==> src/ihq_ram.sv <==
module ihq_ram #(
  parameter int Width = 8,
  parameter int Depth = 16
) (
  input  logic clk,
  input  logic we,
  input  logic [$clog2(Depth)-1:0] waddr,
  input  logic [Width-1:0] wdata,
  input  logic [$clog2(Depth)-1:0] raddr,
  output logic [Width-1:0] rdata
);
  logic [Width-1:0] mem [Depth];

  // one write and one registered read port
  always_ff @(posedge clk) begin
    if (we) begin
      mem[waddr] <= wdata;
    end
    rdata <= mem[raddr];
  end
endmodule

==> config.mk <==
export PLATFORM = sky130hd
export DESIGN_NAME = ihq_ram
export DESIGN_NICKNAME = d
export VERILOG_FILES = /design/src/ihq_ram.sv
export SDC_FILE = /design/constraint.sdc
export NUM_CORES = 1
export LEC_CHECK = 0
export BUFFER_PORTS_ARGS = -buffer_cell sky130_fd_sc_hd__clkbuf_2
export CORE_UTILIZATION = 44
export DETAILED_ROUTE_END_ITERATION = 10
export GPL_ROUTABILITY_DRIVEN = 1
export PLACE_DENSITY_LB_ADDON = 0.2
export SETUP_SLACK_MARGIN = 0.3
export SYNTH_ARGS = -nofsm -noshare
export SYNTH_HDL_FRONTEND = slang
export SYNTH_SLANG_ARGS = --single-unit
==> constraint.sdc <==
create_clock -name clk -period 4.9 [get_ports clk]
set_clock_uncertainty 0.1 [all_clocks]
set_input_delay 0.98 -clock clk [delete_from_list [all_inputs] [get_ports clk]]
set_output_delay 0.98 -clock clk [all_outputs]
set_load 0.02 [all_outputs]
==> key figures <==
Outcome
  • Status: finished clean

CTS
  • Cts hold-fix bufs: 0
  • Sink Count: 136
  • Setup bufs post-CTS: 0
  • Post-CTS resize count: 0
  • H-Tree Depth: 4
  • CTS root buffer: clkbuf_16
  • Number of buffers created by CTS: 17
  • Worst-path clk slew: 50 ps
  • CTS tree: yes
  • Clock Latency Late Sink: 410 ps
  • Longest Clk Path Bufs: 2

Worst setup path
  • CP Buf/Inv Count: 2
  • CP Depth: 5
  • Delay-heaviest family, CP: buffers and inverters
  • Worst-path cell chain: clkbuf_2 -> buf_4 -> mux4_1 -> a22oi_1 -> nand2_1
  • CP endpoint kind: flop
  • Crit start category: input port
  • Worst r2r src: mem[0][6]
  • Data arrival, critical path: 2820 ps
  • Req. time, crit path: 5090 ps
  • Max stage delay on crit path: 610 ps
  • Critical path type: in2reg
  • Worst R2R Setup Slack: 3370 ps
  • CP max-delay cell: clkbuf_2
  • Worst-case reg-to-reg path depth: 3
  • Worst-path fanout max: 22
  • Reg2reg end: rdata[6]

Route
  • DRT met1 WL: 4306 um
  • Post-route ant nets: 0
  • Drt drc: 0
  • DR vias: 2345
  • Total Wirelength: 9676 um
  • Met2 wire len: 4635 um
  • Drt initial violations: 169
  • DR top layer: met4
  • Routed length on met3: 634 um
  • First-pass DRT Iterations: 4
  • Via density: 5.544
  • Wire per inst: 22.87 um

STA
  • RSZ-0062 raised after global routing: no
  • Slew @ Worst Pin: 984.1 ps
  • Final hold vios: 0
  • Max-slew headroom: 34.15%
  • Setup TNS Final: 0 ps
  • Fmax achieved: 0.3802 GHz
  • Final worst-path cycle share: 53.68%
  • Final setup viols: 0
  • Slew Limit Fails: 0
  • Fin crit period: 2630 ps

Min path
  • Worst Hold End: rdata[7]
  • Min-Delay Startpoint: mem[15][7]
  • Hold Path Class: reg2reg
  • Hold path depth: 3

Layout
  • N_diodes: 0
  • Final net count: 285
  • Synth-to-layout area growth: 16.36%
  • Final core utilization: 52.45%
  • Layout cells sized above 1: 27.86%
  • Final instance area: 5989 um^2
  • Final cell count without fillers: 423

Die
  • Die W: 110.2 um
  • Die height: 110.2 um
  • Die area: 12140 um^2
  • Row Count: 39
  • Initial Util: 45.08%
  • Core Footprint: 11420 um^2
  • I/O pin cnt: 26

Synthesis
  • Mapped cell area: 5147 um^2
  • Number of flops mapped to enable cells by yosys: 128
  • Mean Syn Cell Area: 22.48 um^2
  • Post-synth top flop: edfxtp_1
  • Sequential fraction of the synthesis area: 77.78%
  • Post-synthesis async set-or-reset flop share: 0%
  • Synth area leaders: edfxtp_1 (75%), mux4_2 (7.9%), mux4_1 (7.1%)
  • Count of different cell masters after synthesis: 19
  • Yosys Warn Count: 0
  • Synthesized flop and latch total: 136
  • Top cell type's share of synthesized area: 74.67%
  • Most frequent cell after synthesis: edfxtp_1
  • Net Count, Synth: 247
  • Mapped Cells: 229
  • Area leader, netlist: edfxtp_1
  • Most frequent cells after synthesis: edfxtp_1 (128), mux4_2 (18), a22oi_1 (16)

Pwr
  • Pwr Total: 2.687 mW
  • Leakage power: 1.996 nW
  • Peak VDD IR: 0.2682 mV
  • Pwr dens: 448.7 nW/um^2

Flow run
  • Maxcap violations: 0

Place
  • Placer congestion estimate: 0.6927
  • DP HPWL: 5902 um
  • I/O Buffers: 25
  • Post-placement cell count: 391
  • Area after DPL: 5395 um^2

Global routing
  • Vias in the first global route: 2350
  • Global route overflow: 0
  • Largest net degree at the start of global routing: 33
  • Initial antenna violation count: 0
  • GR Util All Layers: 17.66%
  • First-pass GRT wire length: 14190 um
## registers in the layout (all words and copies together), names as in the netlist
signal and cells:
mem 128, rdata 8
## placed cells by master (no fill, tap or decap)
cell,count
nand2b_1,2
nand3b_1,2
dfxtp_1,8
clkbuf_16,17
nor2_1,13
nand3_1,1
buf_4,4
clkbuf_2,25
nor3_1,3
nor2b_1,1
or3b_2,1
clkinv_2,3
clkbuf_1,3
clkinv_4,2
mux4_1,14
and2b_1,1
and2_1,1
nand2_1,9
clkinvlp_4,4
mux4_2,18
edfxtp_1,128
nor3_2,1
a22oi_1,16
bufinv_16,3
## power breakdown
part	switching (mW)	internal, mW	total (mW)
Clock	0.460	0.797	1.26
Combinational	0.0745	0.0471	0.122
Sequential	0.00697	1.30	1.31
## per-layer routing
metal | vias up | track usage, %
met4 | 0 | 5.921
met5 | - | 0
met3 | 7 | 5.291
li1 | 1054 | -
met1 | 1208 | 24.74
met2 | 76 | 26.61
## worst max path at each step
stage                     startpoint  slack [ps]         to
final                       raddr[0]        2270   rdata[3]
after global placement      waddr[2]        1720  mem[0][2]
after floorplan             waddr[2]        2330  mem[0][0]
after global routing        raddr[0]        2100   rdata[3]
after CTS                   waddr[2]        2170  mem[0][7]
after detailed placement    waddr[2]        1740  mem[0][1]
## stage by stage
step	hold slack, ps	worst slack, ps
detailed placement	551.1	1740
global route	592.9	2103
floorplan	529.3	2327
global placement	552.9	1718
finish	564.9	2270
CTS	565.0	2172
## final cells by class
cell class                 instances  area (um^2)
clock buffer                      20        436.7
clock inverter                    12        152.6
fill                             914         5429
multi-input combinational         83         1062
sequential                       136         4004
tap                              143        178.9
timing repair buffer              29        155.1
## worst register-to-register path, stage by stage, from the launching register on
cell      delay, ps
edfxtp_1        370
mux4_2          460
a22oi_1         390
nand2_1          90
## logic make-up after synthesis
family	synth area share, %
buf+inv	1.677
flops	77.78
compound gates	2.334
simple gates	3.184
mux	15.02
(Power assumes the default switching activity.)
